--- config.mk ---
export PLATFORM = sky130hd
export DESIGN_NAME = ftd_cfg
export DESIGN_NICKNAME = d
export VERILOG_FILES = /design/src/rtl/core/ftd_pkg.sv /design/src/rtl/core/ftd_cfg.sv
export SDC_FILE = /design/constraint.sdc
export NUM_CORES = 1
export LEC_CHECK = 0
export BUFFER_PORTS_ARGS = -buffer_cell sky130_fd_sc_hd__buf_4
export CORE_ASPECT_RATIO = 0.9
export CORE_MARGIN = 2
export CORE_UTILIZATION = 45
export DETAILED_ROUTE_END_ITERATION = 10
export GPL_TIMING_DRIVEN = 0
export PLACE_DENSITY = 0.76
export SYNTH_ARGS = -nofsm -noshare
export SYNTH_HDL_FRONTEND = slang
export SYNTH_SLANG_ARGS = --single-unit
--- constraint.sdc ---
create_clock -name clk -period 0.8 [get_ports clk]
set_input_delay 0.12 -clock clk [delete_from_list [all_inputs] [get_ports clk]]
set_output_delay 0.12 -clock clk [all_outputs]
set_load 0.01 [all_outputs]
--- src/rtl/core/ftd_pkg.sv ---
// Shared types, codes and reset values of the flow trickle detector.
package ftd_pkg;

    localparam int CFG_INDEX_W = 3;
    localparam int CFG_DATA_W  = 40;

    localparam logic [CFG_INDEX_W-1:0] CFG_SMALL_READ_LIMIT = 3'd0;
    localparam logic [CFG_INDEX_W-1:0] CFG_GAP_FLOOR        = 3'd1;
    localparam logic [CFG_INDEX_W-1:0] CFG_GAP_CEILING      = 3'd2;
    localparam logic [CFG_INDEX_W-1:0] CFG_STREAK_THRESHOLD = 3'd3;
    localparam logic [CFG_INDEX_W-1:0] CFG_BYTE_CAP         = 3'd4;

    localparam logic [15:0] RST_SMALL_READ_LIMIT = 16'd4;
    localparam logic [39:0] RST_GAP_FLOOR        = 40'd1500000000;
    localparam logic [39:0] RST_GAP_CEILING      = 40'd60000000000;
    localparam logic [7:0]  RST_STREAK_THRESHOLD = 8'd10;
    localparam logic [31:0] RST_BYTE_CAP         = 32'd65535;

    typedef enum logic [2:0] {
        OUT_IGNORED = 3'd0,
        OUT_NEW     = 3'd1,
        OUT_UPDATED = 3'd2,
        OUT_DROPPED = 3'd3,
        OUT_FLAGGED = 3'd4
    } ftd_outcome_t;

    typedef struct packed {
        logic [15:0] small_read_limit;
        logic [39:0] gap_floor;
        logic [39:0] gap_ceiling;
        logic [7:0]  streak_threshold;
        logic [31:0] byte_cap;
    } ftd_cfg_t;

    typedef struct packed {
        logic        valid;
        logic [31:0] address;
        logic [15:0] port;
        logic [63:0] last_time;
        logic [7:0]  streak;
        logic [31:0] total;
    } ftd_flow_t;

endpackage

--- src/rtl/core/ftd_cfg.sv ---
// Configuration register file of the flow trickle detector.
module ftd_cfg (
    input  logic                                clk,
    input  logic                                rst_n,
    input  logic                                cfg_write,
    input  logic [ftd_pkg::CFG_INDEX_W-1:0]     cfg_index,
    input  logic [ftd_pkg::CFG_DATA_W-1:0]      cfg_data,
    output ftd_pkg::ftd_cfg_t                   cfg
);

    ftd_pkg::ftd_cfg_t cfg_reg;

    always_ff @(posedge clk or negedge rst_n)
    begin
        if (!rst_n)
        begin
            cfg_reg.small_read_limit <= ftd_pkg::RST_SMALL_READ_LIMIT;
            cfg_reg.gap_floor        <= ftd_pkg::RST_GAP_FLOOR;
            cfg_reg.gap_ceiling      <= ftd_pkg::RST_GAP_CEILING;
            cfg_reg.streak_threshold <= ftd_pkg::RST_STREAK_THRESHOLD;
            cfg_reg.byte_cap         <= ftd_pkg::RST_BYTE_CAP;
        end
        else if (cfg_write)
        begin
            case (cfg_index)
                ftd_pkg::CFG_SMALL_READ_LIMIT: cfg_reg.small_read_limit <= cfg_data[15:0];
                ftd_pkg::CFG_GAP_FLOOR:        cfg_reg.gap_floor        <= cfg_data[39:0];
                ftd_pkg::CFG_GAP_CEILING:      cfg_reg.gap_ceiling      <= cfg_data[39:0];
                ftd_pkg::CFG_STREAK_THRESHOLD: cfg_reg.streak_threshold <= cfg_data[7:0];
                ftd_pkg::CFG_BYTE_CAP:         cfg_reg.byte_cap         <= cfg_data[31:0];
                default: ;
            endcase
        end
    end

    assign cfg = cfg_reg;

endmodule

==> reports/metrics.cfg <==
[clock_tree]
cts_buffers = 17
clk-insertion-delay-late_ns = 0.42
clock_sinks = 136
htree_levels = 4
cts_buffer_depth = 2
holdBufCountCts = 40
clkTransAtPathRegs_ns = 0.06
cts_tree = yes
cts_root_buffer = clkbuf_16

[synth]
yosysTopAreaCell = dfrtp_1
ys_top_cells_by_area = dfrtp_1 (44%), mux2_2 (28%), dfstp_2 (24%)
yosysMostFrequentCell = mux2_2
syn-num-nets = 336
syn_area_per_cell_um2 = 17.7
ys_async_sr_fraction_pct = 100
synth_cells = 290
synth_top_cell_area_share_pct = 43.8
synth-seq-cells = 136
synth_ff_type = dfrtp_1
synth-edff-count = 0
yosys_warnings = 0
seq_area_frac_synth_pct = 67.3
synth_common_cells = mux2_2 (127), dfrtp_1 (90), dfstp_2 (46), buf_2 (9), mux2_1 (9)
syn_area_um2 = 5140
synth.distinct_cells = 11

[routing]
wl_per_cell_um = 24.4
firstDrtPassIters = 5
viasPerCell = 5.04
routed_wl_mm = 19.8
num_vias = 4087
drt-initial-drc-count = 226
ant_nets = 0
post-route-drc-count = 0

[worst_setup_path]
crit_buf_inv = 1
reg2reg_to = cfg[21]$_DFFE_PN0P_
r2r_start = cfg[21]$_DFFE_PN0P_
critPathSlowestCell = dfstp_2
r2r_slack_ns = -0.17
critPathTopFamily = flip-flops
worst-endpoint-arrival_ns = 1.10
cpPeakStageDelay_ns = 0.57
required_ns = 0.68
crit_chain = buf_6
r2r_cells = 2
critPathKind = flop to output port
crit_path_start_kind = flop
crit_fanout = 2
end_kind = output port

[power_and_ir_drop]
p_int_w = 0.0202
p_leak_nw = 4.83
p_switching_w = 0.00752
comb_power_share_pct = 34.8
vdd_ir_drop_max_mv = 1.87
sw_frac_of_total_pct = 27.1
power.density_nw_per_um2 = 2720
seqPwrFrac_pct = 37.1
p_clk_share_pct = 28.2

[global_routing]
overflow = 0
grt_pass1_wl_mm = 26.8
track_usage_pct = 29.8
antenna_found_initial = 0
grt_pass1_vias = 4528
grt_max_degree = 81

[floorplan]
start_util_pct = 45.5
rows = 37
core_area_um2 = 11300
ios = 182
die_h_um = 105
dieArea_um2 = 12300
dieWidth_um = 117

[sta]
fin_skew_ns = 0
period_minus_slack_ns = 1.22
worst_pin_slew_ns = 0.545
fin_crit_sh_pct = 153
worst_hold_slack_ns = -0.337
finalHoldViolations = 42
slew_headroom_pct = 63.7
drv_slew = 0
rsz0062_at_grt = yes
layout_setup_ws_ns = -0.425
setup_tns_ns = -55.66
finalSetupViolCount = 262
timing.fmax_mhz = 816

[outcome]
violations = hold timing, setup timing
status = complete, but fails checks

[placed_design]
dp_hpwl_mm = 8.26
dpl.cell_count = 628
numPortBuffers = 181
gp_congestion = 0.775

[finish]
fillerInstances = 405
nets = 689
diodes = 0
area_delta_synth_final_pct = 98.5
drive_above_1_share_pct = 79.1
fin_cells = 811
largest_register_ffs = 136

[job]
maxCapViolCount = 0

[min_path]
hp-class = input pin to async pin

power by group through the flow:
stage	sequential, W	combinational, W	clock (W)
finish	0.0103	0.00965	0.00782
global route	0.0104	0.0101	0.00817
CTS	0.00999	0.00868	0.00773
detailed placement	0.00977	0.00611	0
global placement	0.00971	0.00597	0
floorplan	0.0104	0.00220	0
per-layer routing:
layer  vias to the layer above  track usage (%)  wire length [µm]
li1                       1736                -                 -
met1                      2115             36.9              7760
met2                       189             49.3             10100
met3                        47             10.5              1400
met4                         0             8.99               573
met5                         -                0                 0
area by class of cell:
class                   instances  area, µm²  share of cell area (%)
plain buffers                  12        226                    2.22
clock buffers                  30        544                    5.33
clock inverters                 1       30.0                   0.294
multi-input cells             141       2110                    20.7
flip-flops and latches        136       3460                    33.9
well taps                     156        195                    1.91
repair buffers                335       3630                    35.6
metrics by stage:
step / utilization [%] / cell area (µm²) / power [W] / hold slack, ns / worst slack [ns]
floorplan: - / 5670 / 0.0126 / -0.176 / -0.405
global placement: 64.0 / 7230 / 0.0157 / 0.362 / -0.841
detailed placement: 64.2 / 7260 / 0.0159 / 0.115 / -0.850
CTS: 88.0 / 9940 / 0.0264 / -0.336 / -0.406
global route: 90.3 / 10200 / 0.0286 / -0.305 / -0.442
finish: 90.3 / 10200 / 0.0278 / -0.337 / -0.425
cell usage in the layout (no fill, tap or decap):
cell type	netlist	final
buf_16	0	8
clkbuf_16	0	17
buf_6	1	206
dfstp_2	46	46
bufinv_16	0	1
nor4b_4	1	1
nand4b_1	1	1
buf_8	0	6
nor4bb_4	0	1
mux2_4	0	131
and4bb_4	0	2
buf_12	0	14
clkbuf_1	0	6
buf_4	3	73
dfrtp_1	90	90
clkbuf_8	0	7
mux2_2	127	5
dlygate4sd3_1	0	40
worst register-to-register path, delay by kind of cell (launching register included):
family | cells | cell delay (ns)
buffers and inverters | 1 | 0.16
multiplexers | 1 | 0.27
flip-flops | 1 | 0.43
cell families (layout without fill, tap and decap cells):
logic type             after synthesis  count (layout)  share of synthesized area [%]
multiplexers                       136             136                           29.8
flip-flops                         136             136                           67.3
buffers and inverters               13             378                           1.53
AND/OR/NAND/NOR                      5               5                           1.31
worst max path at each step:
| stage | from | end | slack, ns | cells past startpoint |
|---|---|---|---|---|
| 2_1_floorplan | cfg_index[0] | cfg[120]$_DFFE_PN0P_ | -0.40 | 3 |
| 3_3_place_gp | rst_n | cfg[131]$_DFFE_PN0P_ | -0.84 | 1 |
| 3_5_place_dp | cfg_index[0] | cfg[120]$_DFFE_PN0P_ | -0.85 | 4 |
| 4_1_cts | cfg[9]$_DFFE_PN1P_ | cfg[9] | -0.41 | 1 |
| 5_1_grt | cfg[75]$_DFFE_PN1P_ | cfg[75] | -0.44 | 1 |
| 6_report | cfg[62]$_DFFE_PN1P_ | cfg[62] | -0.42 | 1 |
repair_timing:
action                                  CTS  global route
pin swaps                                 4             2
gates resized for setup                 214            58
endpoints found under the setup margin  268           267
cloned                                   12             0
setup buffers                            78            48
endpoints found under the hold margin   177            41
Power figures use the tool's default switching activity.
