<file path="src/rtl/core/ftd_pkg.sv">
// Shared types, codes and reset values of the flow trickle detector.
package ftd_pkg;

    localparam int CFG_INDEX_W = 3;
    localparam int CFG_DATA_W  = 40;

    localparam logic [CFG_INDEX_W-1:0] CFG_SMALL_READ_LIMIT = 3'd0;
    localparam logic [CFG_INDEX_W-1:0] CFG_GAP_FLOOR        = 3'd1;
    localparam logic [CFG_INDEX_W-1:0] CFG_GAP_CEILING      = 3'd2;
    localparam logic [CFG_INDEX_W-1:0] CFG_STREAK_THRESHOLD = 3'd3;
    localparam logic [CFG_INDEX_W-1:0] CFG_BYTE_CAP         = 3'd4;

    localparam logic [15:0] RST_SMALL_READ_LIMIT = 16'd4;
    localparam logic [39:0] RST_GAP_FLOOR        = 40'd1500000000;
    localparam logic [39:0] RST_GAP_CEILING      = 40'd60000000000;
    localparam logic [7:0]  RST_STREAK_THRESHOLD = 8'd10;
    localparam logic [31:0] RST_BYTE_CAP         = 32'd65535;

    typedef enum logic [2:0] {
        OUT_IGNORED = 3'd0,
        OUT_NEW     = 3'd1,
        OUT_UPDATED = 3'd2,
        OUT_DROPPED = 3'd3,
        OUT_FLAGGED = 3'd4
    } ftd_outcome_t;

    typedef struct packed {
        logic [15:0] small_read_limit;
        logic [39:0] gap_floor;
        logic [39:0] gap_ceiling;
        logic [7:0]  streak_threshold;
        logic [31:0] byte_cap;
    } ftd_cfg_t;

    typedef struct packed {
        logic        valid;
        logic [31:0] address;
        logic [15:0] port;
        logic [63:0] last_time;
        logic [7:0]  streak;
        logic [31:0] total;
    } ftd_flow_t;

endpackage

</file>
<file path="src/rtl/core/ftd_seq.sv">
// Sequencer and shared scan/compare datapath over the flow table RAM.
module ftd_seq #(
    parameter int FLOW_ENTRIES = 64,
    parameter int IDX_W        = 6,
    parameter int WORD_W       = 159
) (
    input  logic                    clk,
    input  logic                    rst_n,
    input  ftd_pkg::ftd_cfg_t       cfg,
    input  logic                    in_valid,
    output logic                    in_stall,
    input  logic [31:0]             peer_address,
    input  logic [15:0]             peer_port,
    input  logic signed [31:0]      read_length,
    input  logic [63:0]             timestamp_ns,
    output logic                    out_valid,
    input  logic                    out_stall,
    output logic [2:0]              outcome,
    output logic [31:0]             flagged_address,
    output logic                    evicted,
    output logic [7:0]              streak_now,
    output logic                    ram_wr_en,
    output logic [IDX_W-1:0]        ram_wr_addr,
    output logic [WORD_W-1:0]       ram_wr_data,
    output logic [IDX_W-1:0]        ram_rd_addr,
    input  logic [WORD_W-1:0]       ram_rd_data
);

    localparam logic [IDX_W-1:0] LAST_IDX = IDX_W'(FLOW_ENTRIES - 1);

    typedef enum logic [2:0] {
        S_CLEAR,
        S_IDLE,
        S_SEARCH,
        S_PICK,
        S_CALC,
        S_EVAL,
        S_TOUCH,
        S_DONE
    } state_t;

    state_t              state_reg;
    logic [IDX_W-1:0]    iss_reg;
    logic                iss_done_reg;
    logic                chk_valid_reg;
    logic [IDX_W-1:0]    chk_idx_reg;

    logic [31:0]         addr_reg;
    logic [15:0]         port_reg;
    logic [31:0]         len_reg;
    logic [63:0]         now_reg;
    logic                small_reg;

    logic                found_reg;
    logic [IDX_W-1:0]    hit_idx_reg;
    ftd_pkg::ftd_flow_t  hit_flow_reg;
    logic [IDX_W-1:0]    hit_rec_reg;
    logic                free_found_reg;
    logic [IDX_W-1:0]    free_idx_reg;
    logic [IDX_W-1:0]    free_rec_reg;
    logic [IDX_W-1:0]    lru_idx_reg;
    logic [IDX_W-1:0]    lru_rec_reg;

    logic [IDX_W-1:0]    tgt_idx_reg;
    logic [IDX_W-1:0]    tgt_rec_reg;
    ftd_pkg::ftd_flow_t  new_flow_reg;
    logic [63:0]         gap_reg;
    logic [32:0]         sum_reg;

    logic [2:0]          res_outcome_reg;
    logic [31:0]         res_addr_reg;
    logic                res_evicted_reg;
    logic [7:0]          res_streak_reg;

    logic                out_valid_reg;
    logic [2:0]          outcome_reg;
    logic [31:0]         flagged_address_reg;
    logic                evicted_reg;
    logic [7:0]          streak_now_reg;

    ftd_pkg::ftd_flow_t  rd_flow;
    logic [IDX_W-1:0]    rd_rec;
    logic                ignored;
    logic                is_small;
    logic                is_hit;
    logic                over_cap;
    logic                gap_ok;
    logic [7:0]          streak_c;
    logic                flag_c;

    assign rd_flow  = ftd_pkg::ftd_flow_t'(ram_rd_data[WORD_W-1:IDX_W]);
    assign rd_rec   = ram_rd_data[IDX_W-1:0];
    assign ignored  = read_length[31] || (read_length == 32'sd0) || (peer_port == 16'd0);
    assign is_small = $unsigned(read_length) <= {16'd0, cfg.small_read_limit};
    assign is_hit   = rd_flow.valid && (rd_flow.address == addr_reg)
                      && (rd_flow.port == port_reg);

    assign over_cap = sum_reg > {1'b0, cfg.byte_cap};
    assign gap_ok   = small_reg && (gap_reg >= {24'd0, cfg.gap_floor})
                      && (gap_reg <= {24'd0, cfg.gap_ceiling});
    assign streak_c = !gap_ok ? 8'd0 :
                      (hit_flow_reg.streak == 8'hFF) ? 8'hFF : hit_flow_reg.streak + 8'd1;
    assign flag_c   = streak_c >= cfg.streak_threshold;

    always_comb
    begin
        ram_rd_addr = iss_reg;
        ram_wr_en   = 1'b0;
        ram_wr_addr = iss_reg;
        ram_wr_data = {{(WORD_W-IDX_W){1'b0}}, iss_reg};
        case (state_reg)
            S_CLEAR:
            begin
                ram_wr_en = 1'b1;
            end
            S_TOUCH:
            begin
                ram_wr_en   = chk_valid_reg;
                ram_wr_addr = chk_idx_reg;
                if (chk_idx_reg == tgt_idx_reg)
                begin
                    ram_wr_data = {new_flow_reg, {IDX_W{1'b0}}};
                end
                else if (rd_rec < tgt_rec_reg)
                begin
                    ram_wr_data = {rd_flow, rd_rec + IDX_W'(1)};
                end
                else
                begin
                    ram_wr_data = {rd_flow, rd_rec};
                end
            end
            default: ;
        endcase
    end

    always_ff @(posedge clk or negedge rst_n)
    begin
        if (!rst_n)
        begin
            state_reg           <= S_CLEAR;
            iss_reg             <= '0;
            iss_done_reg        <= 1'b0;
            chk_valid_reg       <= 1'b0;
            chk_idx_reg         <= '0;
            addr_reg            <= '0;
            port_reg            <= '0;
            len_reg             <= '0;
            now_reg             <= '0;
            small_reg           <= 1'b0;
            found_reg           <= 1'b0;
            hit_idx_reg         <= '0;
            hit_flow_reg        <= '0;
            hit_rec_reg         <= '0;
            free_found_reg      <= 1'b0;
            free_idx_reg        <= '0;
            free_rec_reg        <= '0;
            lru_idx_reg         <= '0;
            lru_rec_reg         <= '0;
            tgt_idx_reg         <= '0;
            tgt_rec_reg         <= '0;
            new_flow_reg        <= '0;
            gap_reg             <= '0;
            sum_reg             <= '0;
            res_outcome_reg     <= ftd_pkg::OUT_IGNORED;
            res_addr_reg        <= '0;
            res_evicted_reg     <= 1'b0;
            res_streak_reg      <= '0;
            out_valid_reg       <= 1'b0;
            outcome_reg         <= ftd_pkg::OUT_IGNORED;
            flagged_address_reg <= '0;
            evicted_reg         <= 1'b0;
            streak_now_reg      <= '0;
        end
        else
        begin
            if (state_reg == S_DONE && (!out_valid_reg || !out_stall))
            begin
                out_valid_reg <= 1'b1;
            end
            else if (out_valid_reg && !out_stall)
            begin
                out_valid_reg <= 1'b0;
            end

            case (state_reg)
                S_CLEAR:
                begin
                    if (iss_reg == LAST_IDX)
                    begin
                        iss_reg   <= '0;
                        state_reg <= S_IDLE;
                    end
                    else
                    begin
                        iss_reg <= iss_reg + IDX_W'(1);
                    end
                end

                S_IDLE:
                begin
                    if (in_valid)
                    begin
                        addr_reg       <= peer_address;
                        port_reg       <= peer_port;
                        len_reg        <= $unsigned(read_length);
                        now_reg        <= timestamp_ns;
                        small_reg      <= is_small;
                        found_reg      <= 1'b0;
                        free_found_reg <= 1'b0;
                        iss_reg        <= '0;
                        iss_done_reg   <= 1'b0;
                        chk_valid_reg  <= 1'b0;
                        if (ignored)
                        begin
                            res_outcome_reg <= ftd_pkg::OUT_IGNORED;
                            res_addr_reg    <= '0;
                            res_evicted_reg <= 1'b0;
                            res_streak_reg  <= '0;
                            state_reg       <= S_DONE;
                        end
                        else
                        begin
                            state_reg <= S_SEARCH;
                        end
                    end
                end

                S_SEARCH, S_TOUCH:
                begin
                    chk_valid_reg <= !iss_done_reg;
                    chk_idx_reg   <= iss_reg;
                    if (!iss_done_reg)
                    begin
                        if (iss_reg == LAST_IDX)
                        begin
                            iss_done_reg <= 1'b1;
                        end
                        else
                        begin
                            iss_reg <= iss_reg + IDX_W'(1);
                        end
                    end

                    if (chk_valid_reg && state_reg == S_SEARCH)
                    begin
                        if (is_hit && !found_reg)
                        begin
                            found_reg    <= 1'b1;
                            hit_idx_reg  <= chk_idx_reg;
                            hit_flow_reg <= rd_flow;
                            hit_rec_reg  <= rd_rec;
                        end
                        if (!rd_flow.valid && !free_found_reg)
                        begin
                            free_found_reg <= 1'b1;
                            free_idx_reg   <= chk_idx_reg;
                            free_rec_reg   <= rd_rec;
                        end
                        if (chk_idx_reg == '0 || rd_rec >= lru_rec_reg)
                        begin
                            lru_idx_reg <= chk_idx_reg;
                            lru_rec_reg <= rd_rec;
                        end
                    end

                    if (chk_valid_reg && chk_idx_reg == LAST_IDX)
                    begin
                        state_reg <= (state_reg == S_SEARCH) ? S_PICK : S_DONE;
                    end
                end

                S_PICK:
                begin
                    iss_reg       <= '0;
                    iss_done_reg  <= 1'b0;
                    chk_valid_reg <= 1'b0;
                    if (found_reg)
                    begin
                        tgt_idx_reg <= hit_idx_reg;
                        tgt_rec_reg <= hit_rec_reg;
                        state_reg   <= S_CALC;
                    end
                    else
                    begin
                        tgt_idx_reg            <= free_found_reg ? free_idx_reg : lru_idx_reg;
                        tgt_rec_reg            <= free_found_reg ? free_rec_reg : lru_rec_reg;
                        new_flow_reg.valid     <= 1'b1;
                        new_flow_reg.address   <= addr_reg;
                        new_flow_reg.port      <= port_reg;
                        new_flow_reg.last_time <= now_reg;
                        new_flow_reg.streak    <= {7'd0, small_reg};
                        new_flow_reg.total     <= len_reg;
                        res_outcome_reg        <= ftd_pkg::OUT_NEW;
                        res_addr_reg           <= '0;
                        res_evicted_reg        <= !free_found_reg;
                        res_streak_reg         <= {7'd0, small_reg};
                        state_reg              <= S_TOUCH;
                    end
                end

                S_CALC:
                begin
                    gap_reg   <= now_reg - hit_flow_reg.last_time;
                    sum_reg   <= {1'b0, hit_flow_reg.total} + {1'b0, len_reg};
                    state_reg <= S_EVAL;
                end

                S_EVAL:
                begin
                    res_evicted_reg <= 1'b0;
                    if (over_cap)
                    begin
                        new_flow_reg    <= {1'b0, hit_flow_reg.address, hit_flow_reg.port,
                                            hit_flow_reg.last_time, hit_flow_reg.streak,
                                            hit_flow_reg.total};
                        res_outcome_reg <= ftd_pkg::OUT_DROPPED;
                        res_addr_reg    <= '0;
                        res_streak_reg  <= '0;
                    end
                    else if (flag_c)
                    begin
                        new_flow_reg    <= {1'b0, hit_flow_reg.address, hit_flow_reg.port,
                                            hit_flow_reg.last_time, hit_flow_reg.streak,
                                            hit_flow_reg.total};
                        res_outcome_reg <= ftd_pkg::OUT_FLAGGED;
                        res_addr_reg    <= addr_reg;
                        res_streak_reg  <= '0;
                    end
                    else
                    begin
                        new_flow_reg.valid     <= 1'b1;
                        new_flow_reg.address   <= hit_flow_reg.address;
                        new_flow_reg.port      <= hit_flow_reg.port;
                        new_flow_reg.last_time <= now_reg;
                        new_flow_reg.streak    <= streak_c;
                        new_flow_reg.total     <= sum_reg[31:0];
                        res_outcome_reg        <= ftd_pkg::OUT_UPDATED;
                        res_addr_reg           <= '0;
                        res_streak_reg         <= streak_c;
                    end
                    state_reg <= S_TOUCH;
                end

                S_DONE:
                begin
                    if (!out_valid_reg || !out_stall)
                    begin
                        outcome_reg         <= res_outcome_reg;
                        flagged_address_reg <= res_addr_reg;
                        evicted_reg         <= res_evicted_reg;
                        streak_now_reg      <= res_streak_reg;
                        state_reg           <= S_IDLE;
                    end
                end

                default:
                begin
                    state_reg <= S_IDLE;
                end
            endcase
        end
    end

    assign in_stall        = (state_reg != S_IDLE);
    assign out_valid       = out_valid_reg;
    assign outcome         = outcome_reg;
    assign flagged_address = flagged_address_reg;
    assign evicted         = evicted_reg;
    assign streak_now      = streak_now_reg;

endmodule

</file>
<file path="config.mk">
export PLATFORM = sky130hd
export DESIGN_NAME = ftd_seq
export DESIGN_NICKNAME = d
export VERILOG_FILES = /design/src/rtl/core/ftd_pkg.sv /design/src/rtl/core/ftd_seq.sv
export SDC_FILE = /design/constraint.sdc
export NUM_CORES = 2
export LEC_CHECK = 0
export ABC_CLOCK_PERIOD_IN_PS = 6100
export BUFFER_PORTS_ARGS = -buffer_cell sky130_fd_sc_hd__buf_2
export CORE_ASPECT_RATIO = 1.1
export CORE_UTILIZATION = 40
export CTS_CLUSTER_SIZE = 12
export DETAILED_ROUTE_END_ITERATION = 16
export SETUP_SLACK_MARGIN = 0.5
export SYNTH_ARGS = -nofsm -noshare
export SYNTH_HDL_FRONTEND = slang
export SYNTH_SLANG_ARGS = --single-unit
</file>
<file path="constraint.sdc">
create_clock -name clk -period 6.1 [get_ports clk]
set_input_delay 0.915 -clock clk [delete_from_list [all_inputs] [get_ports clk]]
set_output_delay 0.915 -clock clk [all_outputs]
set_load 0.02 [all_outputs]
</file>
==> flow_summary.ini <==
[clocking]
cts_tree = yes
holdBufCountCts = 0
clk_pin_slew_worst_paths_ns = 0.06
cts_buffer_depth = 3
cts-buffers-inserted = 81
cts_resized = 0
clock_sinks = 703
root_buffer = clkbuf_16
post-cts-setup-buffer-count = 0
clk-insertion-delay-late_ns = 0.65
cts_max_level = 3

[setup_path]
cp_common_cell = a21o_1
worstSetupPathType = reg -> reg
r2r_slack_ns = 0.77
arrival_ns = 5.88
crit_required_ns = 6.65
path_cells = ha_1 -> a21o_1 -> a21o_1 -> a211o_1 -> o211ai_1 -> a21oi_1 -> o311ai_1 -> a31oi_1 -> or3_4 -> nand2b_1 -> ha_1 -> nand2b_1 -> a21o_1 -> a21o_1 -> a21o_1 -> a21o_1 -> a2111oi_2 -> buf_4 -> o21ai_4 -> buf_12 -> nand2_4 -> buf_12 -> nand3_1 -> o211ai_1
cp-start-kind = flop
crit_path_end_kind = flop
rr_worst_depth = 24
cpPeakStageDelay_ns = 0.47
timing.rr.end = new_flow_reg[89]
worstReg2RegStart = gap_reg[9]
crit_fanout = 49
cp_slowest_cell = dfrtp_1
crit_start = gap_reg[9]

[layout]
nets = 5753
area_growth_syn_to_layout_pct = 18.4
final_util_pct = 47.7
fin_cells = 6419
fill_cells = 9666
design_area_mm2 = 0.0472
drive_above_1_share_pct = 20.8
largest_register_ffs = 153

[sta]
fmaxAchievable_mhz = 188
worstMarginPinSlew_ns = 1.05
finalHoldViolCount = 0
period_share_pct = 87.4
final.setup.tns_ns = 0
rsz0062_at_grt = false
slew_headroom_pct = 29.3
maxSlewViolCount = 0
skew_ns = 0.0376
fin_crit_ns = 5.33
setup_viol = 0

[yosys]
yosysTopAreaCellShare_pct = 44.1
synthFlopType = dfrtp_1
async_flop_share_pct = 100
synth-edff-count = 0
synth_nets = 5205
synth.most_common_cell = nand2_1
synth_mux_area_share_pct = 7.84
syn_area_per_cell_um2 = 8.83
yosys-top-cells-area = dfrtp_1, nand2_1, ha_1
synth-warning-count = 0
synth_area_leader_cell = dfrtp_1
synth-simple-area-share_pct = 17.5
yosys_register_bits = 703
synth_top_family_by_area = simple AND/OR/NAND/NOR gates
synth-adder-area-share_pct = 7.79
synth_xor_area_share_pct = 3.01
synth_compound_area_share_pct = 15.1
synth.cell_area_mm2 = 0.0399
synthTopCellsByCount = nand2_1, dfrtp_1, a21oi_1, o21ai_0, ha_1
ys_types = 76
yosysSeqAreaShare_pct = 44.1
synth_cells = 4515

[place]
placed_cell_area_mm2 = 0.0445
dp_hpwl_um = 99900
placed_cells = 6271
gp_congestion = 0.922
port_buffers = 660

[route]
post_drt_wl_per_cell_um = 21.3
vias_per_cell = 5.40
met1_length_um = 60000
drtIter0Drc = 2494
wl_met2_um = 64800
wl_met3_um = 7380
vias = 34700
ant_nets = 0
routed_wl_um = 137000
dr.pass1.iters = 5
drc = 0
highest-signal-layer = met5

[floorplanning]
core_area_mm2 = 0.0989
initial_core_util_pct = 40.3
io_pins = 661
dieArea_mm2 = 0.101
num_rows = 121
die_h_um = 333
die_x_um = 303

[outcome]
status = finished, final reports clean

[worst_hold_path]
hold_class = in -> async

[grt]
antenna_found_initial = 10
grt_pass1_wl_um = 208000
grt_pass1_vias = 34400
overflow = 0
grtUsageTotal_pct = 26.8
grt_max_degree = 172

[power]
vdd_drop_max_mv = 0.355
cellPowerDensity_mw_per_mm2 = 468
p_leak_nw = 24.3
finalPower_mw = 22.1

[flow_run]
max-cap-violations = 0
## area by class of cell
class,instances,area [µm²],share of cell area (%)
well taps,1291,1620,3.42
clock buffers,122,2350,4.98
flip-flops and latches,703,17600,37.3
inverters,245,920,1.95
repair buffers,713,3900,8.26
clock inverters,25,295,0.626
diodes,1,2.50,0.00530
multi-input cells,3319,20500,43.5
## routing by layer
| metal | GRT usage (%) | up-vias |
|---|---|---|
| met5 | 0 | - |
| met4 | 8.83 | 12 |
| met3 | 3.97 | 203 |
| met2 | 44.2 | 1027 |
| met1 | 35.7 | 16900 |
| li1 | - | 16500 |
## worst max-delay path: cells and delay by family (launching register included)
family / cells / cell delay, ns
compound gates: 14 / 2.57
simple gates: 5 / 0.96
buf+inv: 3 / 0.60
fa+ha+maj: 2 / 0.59
flops: 1 / 0.47
## placed cells by master (no fill, tap or decap), types with 96 or more instances in the layout
cell type and n:
mux2_2 192, nand2_1 1217, a21oi_1 307, dfrtp_1 703, o21ai_0 289, mux2i_1 96
inv_1 244, buf_2 659, nor2_1 113, nand3_1 96, ha_1 245
## how the worst max path moves through the flow
stage / to / slack (ns) / depth (start not counted)
global route: new_flow_reg[76] / 0.50 / 25
global placement: new_flow_reg[91] / 0.03 / 24
CTS: new_flow_reg[89] / 0.60 / 25
floorplan: new_flow_reg[35] / 0.51 / 25
finish: new_flow_reg[89] / 0.77 / 24
detailed placement: new_flow_reg[89] / -0.02 / 24
## through the flow
stage | setup slack, ns | hold slack (ns)
3_3_place_gp | 0.0270 | 0.444
6_report | 0.769 | 0.346
2_1_floorplan | 0.511 | 0.433
3_5_place_dp | -0.0160 | 0.452
4_1_cts | 0.597 | 0.345
5_1_grt | 0.501 | 0.395
## power breakdown
part | internal (mW) | leakage [nW] | switching [mW] | total, mW
sequential | 5.98 | 9.26 | 1.29 | 7.27
clock | 2.78 | 1.27 | 2.10 | 4.88
combinational | 3.58 | 13.8 | 6.35 | 9.93
total | 12.3 | 24.3 | 9.74 | 22.1
## kinds of logic after synthesis
logic type / count (synthesis)
adders and majority gates: 247
muxes: 288
xor gates and xnor gates: 137
buffers and inverters: 493
AOI/OAI and AO/OA: 981
DFF: 703
and+or+nand+nor: 1666
Note: power is estimated with default switching activity, not from simulation.
