## src/rtl/core/ftd_ram.sv

```systemverilog
// Generic simple dual-port RAM with registered read.
module ftd_ram #(
    parameter int WIDTH = 8,
    parameter int DEPTH = 64
) (
    input  logic                             clk,
    input  logic                             wr_en,
    input  logic [$clog2(DEPTH > 1 ? DEPTH : 2)-1:0] wr_addr,
    input  logic [WIDTH-1:0]                 wr_data,
    input  logic [$clog2(DEPTH > 1 ? DEPTH : 2)-1:0] rd_addr,
    output logic [WIDTH-1:0]                 rd_data
);

    logic [WIDTH-1:0] mem [DEPTH];

    always_ff @(posedge clk)
    begin
        if (wr_en)
        begin
            mem[wr_addr] <= wr_data;
        end
        rd_data <= mem[rd_addr];
    end

endmodule

```

## config.mk

```make
export PLATFORM = sky130hd
export DESIGN_NAME = ftd_ram
export DESIGN_NICKNAME = d
export VERILOG_FILES = /design/src/rtl/core/ftd_ram.sv
export SDC_FILE = /design/constraint.sdc
export NUM_CORES = 1
export LEC_CHECK = 0
export BUFFER_PORTS_ARGS = -buffer_cell sky130_fd_sc_hd__buf_2
export CORE_AREA = 2 2 195 197
export CTS_CLUSTER_DIAMETER = 50
export DETAILED_ROUTE_END_ITERATION = 10
export DIE_AREA = 0 0 197 199
export PLACE_DENSITY = 0.8
export SYNTH_ARGS = -nofsm -noshare
export SYNTH_HDL_FRONTEND = slang
export SYNTH_SLANG_ARGS = --single-unit
export TNS_END_PERCENT = 50
```

## constraint.sdc

```tcl
create_clock -name clk -period 2.7 [get_ports clk]
set_clock_uncertainty 0.05 [all_clocks]
set_input_delay 0 -clock clk [delete_from_list [all_inputs] [get_ports clk]]
set_output_delay 0 -clock clk [all_outputs]
set_load 0.05 [all_outputs]
```

==> impl_metrics.yaml, run 1 <==
place:
  dp_hpwl_um: 27520
  dp.cells: 1476
  io_buffers: 29
  gp_congestion: 0.8723
synth:
  synth_cell_types: 40
  yosysTopAreaCell: "edfxtp_1"
  ys_ff_latch: 520
  synthCells: 940
  synth_warnings: 0
  synth_top_area_share: 0.7624
  synth_nets: 962
  seq_area_frac_synth: 0.7703
  avgSynthCellArea_um2: 21.45
  synth.area.top_cells: "edfxtp_1, mux4_2, nor2_1"
  netlist_area_um2: 20170
clocking:
  post_cts_buffers: 0
  cts.clk_slew.worst_paths_ns: 0.06
  htree_levels: 2
  cts_buffers: 49
  cts_root_buf: "clkbuf_16"
  clock_latency_ns: 0.57
  cts.sinks: 520
  clock_path_buffers: 3
  cts_tree: "yes"
route:
  ant_nets: 0
  via_per_inst: 6.487
  wl_per_cell_um: 28.51
  drt-initial-drc-count: 1355
  drt_first_pass_iters: 5
  drt_wl_total_um: 44870
  drcViolationCount: 0
  vias: 10211
floorplan:
  rows: 71
  core_um2: 37130
  dieWidth_um: 197
  num_io_pins: 30
  fp.dieH_um: 199
  die_area_um2: 39200
  initial_core_util: 0.5431
critical_path:
  end_kind: "flip-flop"
  ff2ff_setup_slack_ns: 0.62
  crit_chain: "mux4_2 > mux2_2 > o221a_2 > nor3_1 > o32ai_1"
  startpoint: "mem[28][6]"
  critPathTopFamily: "multiplexers"
  worstPathArrival_ns: 2.46
  cp_max_fo: 1
  cp.required_ns: 3.08
  cpPeakStageDelay_ns: 0.47
  r2r_cells: 5
  reg2reg_from: "mem[28][6]"
  critPathKind: "reg -> reg"
  startpoint_type: "flip-flop"
  worstReg2RegEnd: "rd_data[6]"
  critPathBufInv: 0
  crit_path_top_delay_cell: "mux4_2"
timing:
  timing.final.crit_period_ns: 2.080
  setup_viol: 0
  period_share: 0.7703
  tns_ns: 0
  slew_headroom: 0.1474
  max_freq_ghz: 0.4808
  slew_viol_final: 0
  hold_violations: 0
  tightest_slew_ns: 1.279
  rsz0062_at_grt: "false"
power_and_ir_drop:
  total_power_mw: 17.06
  p_leak_nw: 7.393
  ir_worst_vdd_mv: 0.5134
  power_density_nw_per_um2: 739.0
grt:
  gr-total-overflow: 0
  grt_pass1_vias: 10183
  grt_use_total: 0.2360
  antenna_found_initial: 1
  grt_pass1_wl_um: 66900
  grt_max_degree: 65
outcome:
  outcome: "finished clean"
finish:
  area_growth_pct: 14.49
  nets: 1080
  fin_cells: 1574
  n_fill_cell: 2403
  drive_above_1_share: 0.3030
job:
  drv_cap: 0
hold_path:
  holdPathEnd: "mem[49][0]"
  min-delay-start: "wr_addr[0]"
  hold_path_class: "in -> reg"
  holdPathStages: 3
==> cell usage in the layout (no fill, tap or decap), types with 7 or more instances in the layout <==
master,instances
nor3_1,7
buf_12,7
clkbuf_1,10
mux2_2,13
clkbuf_16,51
nor2_1,83
nor2b_1,14
bufinv_16,7
nand2b_1,7
clkinv_2,8
edfxtp_1,512
o22ai_1,8
o221ai_1,8
mux2i_1,23
nand3_1,13
dfxtp_1,8
buf_4,79
nand2_1,19
buf_2,26
mux4_2,126
==> per-layer routing <==
layer  wire length, um  vias to the layer above  track usage
met5                16                        -            0
met4              1494                        2      0.07658
met3              3876                      111      0.03594
met2             22060                      596       0.3875
met1             17420                     5341       0.3313
li1                  -                     4161            -
==> cells by family after synthesis <==
| logic type | Yosys count | share of synthesized area |
|---|---|---|
| multiplexers | 162 | 0.1594 |
| buffers and inverters | 51 | 0.01570 |
| flip-flops | 520 | 0.7703 |
| AND/OR/NAND/NOR | 153 | 0.03387 |
| AO/OA/AOI/OAI | 54 | 0.02072 |
==> worst max path at each step <==
stage / endpoint / depth (start not counted)
6_report: rd_data[6] / 5
5_1_grt: rd_data[1] / 4
4_1_cts: rd_data[6] / 5
3_5_place_dp: rd_data[2] / 5
3_3_place_gp: rd_data[2] / 5
2_1_floorplan: rd_data[4] / 5
==> cells in the mapped netlist <==
master	number
buf_4	13
a21oi_1	3
buf_1	4
nand3_1	13
o2111ai_1	3
nand3b_1	3
mux2i_1	23
nand2_1	19
o221ai_1	8
o41ai_1	2
mux2_2	13
dfxtp_1	8
o311ai_1	1
a2111oi_0	2
o21a_1	2
o21ai_0	2
mux4_2	126
nand4b_1	1
a31oi_1	1
nor4_1	2
nand2b_1	7
buf_12	2
nor2_1	83
nor2b_1	14
o221a_2	2
buf_2	11
o32ai_1	2
o22ai_1	8
nor3_1	7
buf_6	4
o21ai_1	2
edfxtp_1	512
o2bb2ai_1	3
a22oi_1	3
or3_1	1
clkbuf_1	17
nand4_1	2
a221oi_1	6
a211oi_1	4
and2_1	1
==> stage by stage <==
step	setup WS [ns]	instance area (um^2)	utilization	hold WS [ns]
3_5_place_dp	0.4371	21320	0.5742	0.4351
5_1_grt	0.5644	23090	0.6217	0.06562
3_3_place_gp	0.4357	21320	0.5742	0.4156
4_1_cts	0.6152	23090	0.6217	0.01521
6_report	0.6203	23090	0.6218	0.06531
2_1_floorplan	0.9578	20170	-	0.04887
==> final cells by class <==
class / instances / area (um^2) / area share
clock buffer: 66 / 1383 / 0.05988
tap: 474 / 593.1 / 0.02569
sequential: 520 / 15530 / 0.6728
timing repair buffer: 118 / 927.1 / 0.04016
antenna: 1 / 2.502 / 0.0001084
multi-input combinational: 369 / 4315 / 0.1869
clock inverter: 26 / 332.8 / 0.01441
==> timing repair <==
item | in CTS | in global routing
endpoints found under the hold margin | 41 | 0
gates resized for setup | 0 | 0
endpoints found under the setup margin | 0 | 0
hold buffers | 5 | 0
==> tightest hold or removal path, cell delays in order <==
cell and delay (ns):
buf_2 0.14, nand4_1 0.17, nor3_1 0.17
==> flip-flops by register name, summed over array words and instances, names as in the netlist <==
name and cells:
mem 512, rd_data 8
==> report_power, final <==
part | internal (mW) | switching [mW]
combinational | 0.330 | 0.564
sequential | 8.94 | 0.0284
clock | 4.29 | 2.92
No activity file was read; power rests on OpenSTA's default activity.
==> run 2, diff against run 1 <==
Settings changed: PLACE_DENSITY 0.8 to 0.83.
Clock period 2.7 ns to 1.8 ns, I/O delays scaled along.
==> run 2 against run 1 <==
Compared with the run above:
- global-route usage up 1.6 points
- via count up 4.3%
- die area unchanged
- clock power up 49%
- sequential share of layout area down 2.0 points
- clock-buffer cell count down 3
- largest cell class unchanged
- the flow now finishes with violations (negative setup slack)
- first-iteration DRC count up 2.0%
- design area up 3.0%
- fmax up 5.0%
- cell count up 4.4%
- non-clock buffer count up 68
- critical path depth unchanged
==> impl_metrics.yaml, run 2 (synthesized netlist as in run 1, its figures left out) <==
critical_path:
  ff2ff_setup_slack_ns: -0.18
  crit_chain: "mux4_2 > mux4_2 > nor2_4 > nor3_2 > o2bb2ai_1"
  cp.required_ns: 2.19
  end_kind: "flip-flop"
  crit_path_top_delay_cell: "mux4_2"
  cp_max_fo: 1
  startpoint: "mem[4][1]"
  critPathCapture: "rd_data[1]"
  cpMostUsedCell: "mux4_2"
  startpoint_type: "flip-flop"
  cpPeakStageDelay_ns: 0.54
  reg2reg_from: "mem[4][1]"
  worstReg2RegEnd: "rd_data[1]"
  worstPathArrival_ns: 2.37
  r2r_cells: 5
  critPathKind: "reg -> reg"
hold_path:
  holdPathStages: 3
  hold_path_class: "in -> reg"
power_and_ir_drop:
  clock_power_share: 0.416
  comb_power_share: 0.059
  internal_power_mw: 20.30
  power_density_nw_per_um2: 1079
  ir_worst_vdd_mv: 0.7021
  switchingPower_mw: 5.352
  p_seq_frac: 0.524
  p_leak_nw: 7.776
  total_power_mw: 25.65
  sw_frac_of_total: 0.2087
route:
  vias: 10651
  ant_nets: 0
  drt_wl_total_um: 47820
  via_per_inst: 6.483
  drt-initial-drc-count: 1382
  wl_per_cell_um: 29.10
  drt_first_pass_iters: 5
  drcViolationCount: 0
grt:
  grt_max_degree: 65
  antenna_found_initial: 0
  grt_pass1_wl_um: 70900
  gr-total-overflow: 0
  grt_use_total: 0.2523
  grt_pass1_vias: 11041
clocking:
  cts_root_buf: "clkbuf_16"
  cts_tree: "yes"
  clock_path_buffers: 3
  clock_latency_ns: 0.56
  cts.clk_slew.worst_paths_ns: 0.07
  cts.sinks: 520
  post_cts_buffers: 0
  htree_levels: 2
  cts_buffers: 50
finish:
  largest_reg_flops: 512
  drive_above_1_share: 0.3482
  fin_util: 0.6404
  n_fill_cell: 2267
  final_cell_mix: "edfxtp_1, buf_4, mux4_2"
  nets: 1149
  top_register: "mem"
  biggestRegsByFlops: "mem: 512 flops, rd_data: 8 flops"
  layout_commonest_cell: "edfxtp_1"
  diodes: 0
  area_growth_pct: 17.92
floorplan:
  die_area_um2: 39200
  rows: 71
  num_io_pins: 30
  dieWidth_um: 197
  core_um2: 37130
  fp.dieH_um: 199
  initial_core_util: 0.5431
timing:
  slew_headroom: 0.1654
  setup_viol: 45
  max_freq_ghz: 0.5048
  rsz0062_at_grt: "true"
  tns_ns: -2.128
  period_share: 1.100
  slew_viol_final: 0
  hold_ws_ns: 0.05127
  hold_violations: 0
  tightest_slew_ns: 1.252
  timing.final.crit_period_ns: 1.981
  setup_ws_ns: -0.1808
job:
  drv_cap: 0
place:
  pre_cts_ws_ns: -0.4694
  io_buffers: 29
  gp_congestion: 0.8272
  dp_hpwl_um: 28580
outcome:
  violations: "negative setup slack"
  outcome: "finished, violations left"
## run 2: cell types whose count changed in the layout (fill, tap and decap cells not counted), sizes merged
cell         change
clkinv           +9
buf             +63
bufinv           -1
clkbuf           -3
inv              -2
dlygate4sd3      +5
diode            -1
clkinvlp         -1
## run 2: worst min path at each step
stage	from	slack (ns)	endpoint
2_1_floorplan	wr_data[0]	0.05	mem[0][0]
3_3_place_gp	rd_addr[5]	0.40	rd_data[0]
3_5_place_dp	rd_addr[5]	0.41	rd_data[0]
4_1_cts	rd_addr[5]	-0.17	rd_data[0]
5_1_grt	rd_addr[4]	0.06	rd_data[7]
6_report	rd_addr[4]	0.05	rd_data[7]
## run 2: metal layers
layer / vias up / track usage / wire length (um)
met2: 744 / 0.4266 / 24200
met5: - / 0 / 0
met3: 170 / 0.04629 / 4666
met4: 0 / 0.1184 / 2355
li1: 4307 / - / -
met1: 5430 / 0.3208 / 16590
## run 2: cell type report
cell class	count	area, um^2	area share
Multi-Input combinational cell	369	4434	0.1865
Tap cell	474	593.1	0.02494
Timing Repair Buffer	186	1516	0.06377
Clock buffer	63	1374	0.05777
Clock inverter	31	327.8	0.01379
Sequential cell	520	15530	0.6533
## run 2: power groups by stage
stage / Clock, mW / Combinational [mW] / Sequential [mW]
after floorplan: 0 / 0.714 / 13.8
after global placement: 0 / 1.37 / 13.7
after detailed placement: 0 / 1.42 / 13.7
after CTS: 10.8 / 1.49 / 13.4
after global routing: 11.2 / 1.58 / 13.4
final: 10.7 / 1.52 / 13.5
## run 2: what timing repair did
action | 4_1_cts | 5_1_grt
pin swaps | 4 | 2
resized for setup | 24 | 2
endpoints found under the hold margin | 184 | 7
endpoints found under the setup margin | 8 | 10
hold buffers | 8 | 2
## run 2: critical path, delay by kind of cell (launching register included)
family	cells	cell delay, ns
multiplexers	2	1.05
flip-flops	1	0.40
AND/OR/NAND/NOR	2	0.20
AO/OA/AOI/OAI	1	0.16
## run 2: metrics by stage
| stage | instances | area, um^2 |
|---|---|---|
| after floorplan | 940 | 20170 |
| after global placement | 1539 | 21860 |
| after detailed placement | 1539 | 21860 |
| after CTS | 1641 | 23750 |
| after global routing | 1643 | 23780 |
| final | 1643 | 23780 |
==> run 3, diff against run 2 <==
Settings changed: ABC_AREA set to 1, BUFFER_PORTS_ARGS -buffer_cell sky130_fd_sc_hd__buf_2 to unset, CELL_PAD_IN_SITES_DETAIL_PLACEMENT set to 1, CELL_PAD_IN_SITES_GLOBAL_PLACEMENT set to 2, CORE_AREA 2 2 195 197 to 2 2 234 236, DIE_AREA 0 0 197 199 to 0 0 236 238, DONT_BUFFER_PORTS set to 1, PLACE_DENSITY 0.83 to 0.85.
==> run 3 against run 2 <==
Compared with the run above:
- the run ends with negative hold slack left
- global-route usage is 3.2 points lower
- first-iteration DRC count fell by 23%
- power up 5.1%
- via count grew 34%
- die area increased by 43%
- register-to-register slack better by 0.24 ns
- fmax increased by 14%
- critical path depth rose by 4
- combinational power shrank 5%
- largest power group unchanged
==> impl_metrics.yaml, run 3 <==
clocking:
  cts_root_buf: "clkbuf_16"
  htree_levels: 2
  cts_hold_buf: 30
  cts_tree: "yes"
  clock_path_buffers: 3
  cts.clk_slew.worst_paths_ns: 0.06
  cts_buffers: 60
  post_cts_buffers: 0
  clock_latency_ns: 0.63
  cts.sinks: 520
critical_path:
  end_kind: "flip-flop"
  cpMostUsedCell: "nand3_1"
  critPathKind: "reg -> reg"
  worstPathArrival_ns: 2.18
  cp.required_ns: 2.25
  ff2ff_setup_slack_ns: 0.06
  startpoint_type: "flip-flop"
  cpPeakStageDelay_ns: 0.55
  critPathTopFamily: "simple AND/OR/NAND/NOR gates"
  crit_path_top_delay_cell: "dlygate4sd3_1"
  cp_max_fo: 1
  critPathBufInv: 1
  crit_chain: "nand2_2 > nand3_1 > nand3_1 > nand2_1 > nand2_1 > dlygate4sd3_1 > nand3_1 > nand3_1 > nand2_1"
synth:
  ys_ff_latch: 520
  synth_fa_ha_area_frac: 0
  synth_warnings: 0
  synth_nets: 1827
  yosysTopAreaCell: "edfxtp_1"
  synth_compound_area_frac: 0
  synthArstFlopShare: 0
  synth_flop_cell: "edfxtp_1"
  synth_edf_count: 512
  synthTopCellsByCount: "nand2_1, edfxtp_1, nand3_1"
  yosys.area_share.simple: 0.2318
  synthCells: 1805
  seq_area_frac_synth: 0.7280
  synthXorXnorAreaFrac: 0
  avgSynthCellArea_um2: 11.82
  synth_top_family_by_area: "simple AND/OR/NAND/NOR gates"
  synth_top_area_share: 0.7205
  synth.area.top_cells: "edfxtp_1, nand2_1, nand3_1"
  synth_cell_types: 16
  netlist_area_um2: 21340
  synth.most_common_cell: "nand2_1"
  synthMuxAreaShare: 0
grt:
  grt_pass1_vias: 15167
  grt_max_degree: 258
  antenna_found_initial: 0
  grt_pass1_wl_um: 93590
  grt_use_total: 0.2204
  gr-total-overflow: 0
place:
  io_buffers: 0
  pre_cts_ws_ns: 0.1756
  dp_hpwl_um: 34040
  placed_area_um2: 22190
  gp_congestion: 0.7573
route:
  drt_wl_total_um: 61320
  drcViolationCount: 0
  drt-initial-drc-count: 1058
  drt_first_pass_iters: 6
  via_per_inst: 5.468
  wl_per_cell_um: 23.42
  ant_nets: 0
  vias: 14321
floorplan:
  core_um2: 53500
  initial_core_util: 0.3989
  rows: 85
  die_area_um2: 56170
  dieWidth_um: 236
  num_io_pins: 30
  fp.dieH_um: 238
timing:
  slew_viol_final: 0
  hold_ws_ns: -0.3985
  hold_violations: 8
  rsz0062_at_grt: "true"
  timing.final.crit_period_ns: 1.737
  setup_viol: 0
  period_share: 0.9648
  max_freq_ghz: 0.5758
  slew_headroom: 0.5425
  setup_ws_ns: 0.06343
  tightest_slew_ns: 0.6855
finish:
  nets: 1897
  area_growth_pct: 15.16
  final_cell_mix: "nand2_1, edfxtp_1, nand3_1"
  largest_reg_flops: 512
  seq_area_um2: 15530
  layout_commonest_cell: "nand2_1"
  fin_util: 0.4594
  drive_above_1_share: 0.1019
  diodes: 0
  biggestRegsByFlops: "mem: 512 flops, rd_data: 8 flops"
  stdcell_area_um2: 24570
  n_fill_cell: 5583
  multi_input_area_um2: 4949
  top_register: "mem"
power_and_ir_drop:
  ir_worst_vdd_mv: 0.8174
  p_leak_nw: 8.896
  power_density_nw_per_um2: 1097
outcome:
  violations: "negative hold slack"
  outcome: "finished, violations left"
hold_path:
  hold_path_class: "in -> reg"
job:
  drv_cap: 0
run 3: power breakdown:
part | total, mW | switching, mW | leakage (nW) | internal, mW
clock network | 12.0 | 4.95 | 0.930 | 7.03
logic | 1.45 | 1.01 | 3.29 | 0.434
registers | 13.5 | 0.125 | 4.67 | 13.4
run 3: layout make-up:
type	instances	area share
Timing Repair Buffer	121	0.05030
Multi-Input combinational cell	1160	0.2014
Sequential cell	520	0.6321
Inverter	12	0.002138
Tap cell	696	0.03544
Clock buffer	78	0.06553
Clock inverter	32	0.01308
run 3: timing repair:
item	4_1_cts	5_1_grt
gates resized for setup	0	2
endpoints found under the setup margin	0	9
hold endpoints to repair	757	8
run 3: metrics by stage:
| step | std cells | setup TNS, ns | power [mW] |
|---|---|---|---|
| 6_report | 2619 | 0 | 26.95 |
| 5_1_grt | 2619 | -0.03305 | 27.70 |
| 4_1_cts | 2619 | 0 | 27.17 |
| 3_5_place_dp | 2479 | 0 | 14.88 |
| 3_3_place_gp | 2479 | 0 | 14.85 |
| 2_1_floorplan | 1805 | -1.031 | 14.71 |
run 3: worst paths after layout:
check	startpoint	end	cells past startpoint
worst max-delay path	mem[43][0]	rd_data[0]	9
worst min-delay path	rd_addr[4]	rd_data[2]	3
worst max register to register	mem[43][0]	rd_data[0]	9
worst min register to register	mem[40][5]	rd_data[5]	8
run 3: cells by family (layout without fill, tap and decap cells):
logic type | count (synthesis) | in the layout
simple gates | 1160 | 1160
flops | 520 | 520
buf+inv | 125 | 243
run 3: layer usage:
layer / track usage / vias up / part of all wire / routed length, um
met5: 0 / - / 0 / 0
met4: 0.08029 / 0 / 0.033 / 2039
met3: 0.03054 / 132 / 0.048 / 2940
met2: 0.3816 / 380 / 0.50 / 30530
met1: 0.2833 / 7306 / 0.42 / 25820
li1: - / 6503 / - / -
run 3: worst reg2reg max path: stages, from the launching register on:
cell           delay, ns
edfxtp_1            0.39
nand2_2             0.09
nand3_1             0.11
nand3_1             0.10
nand2_1             0.06
nand2_1             0.06
dlygate4sd3_1       0.55
nand3_1             0.07
nand3_1             0.10
nand2_1             0.05
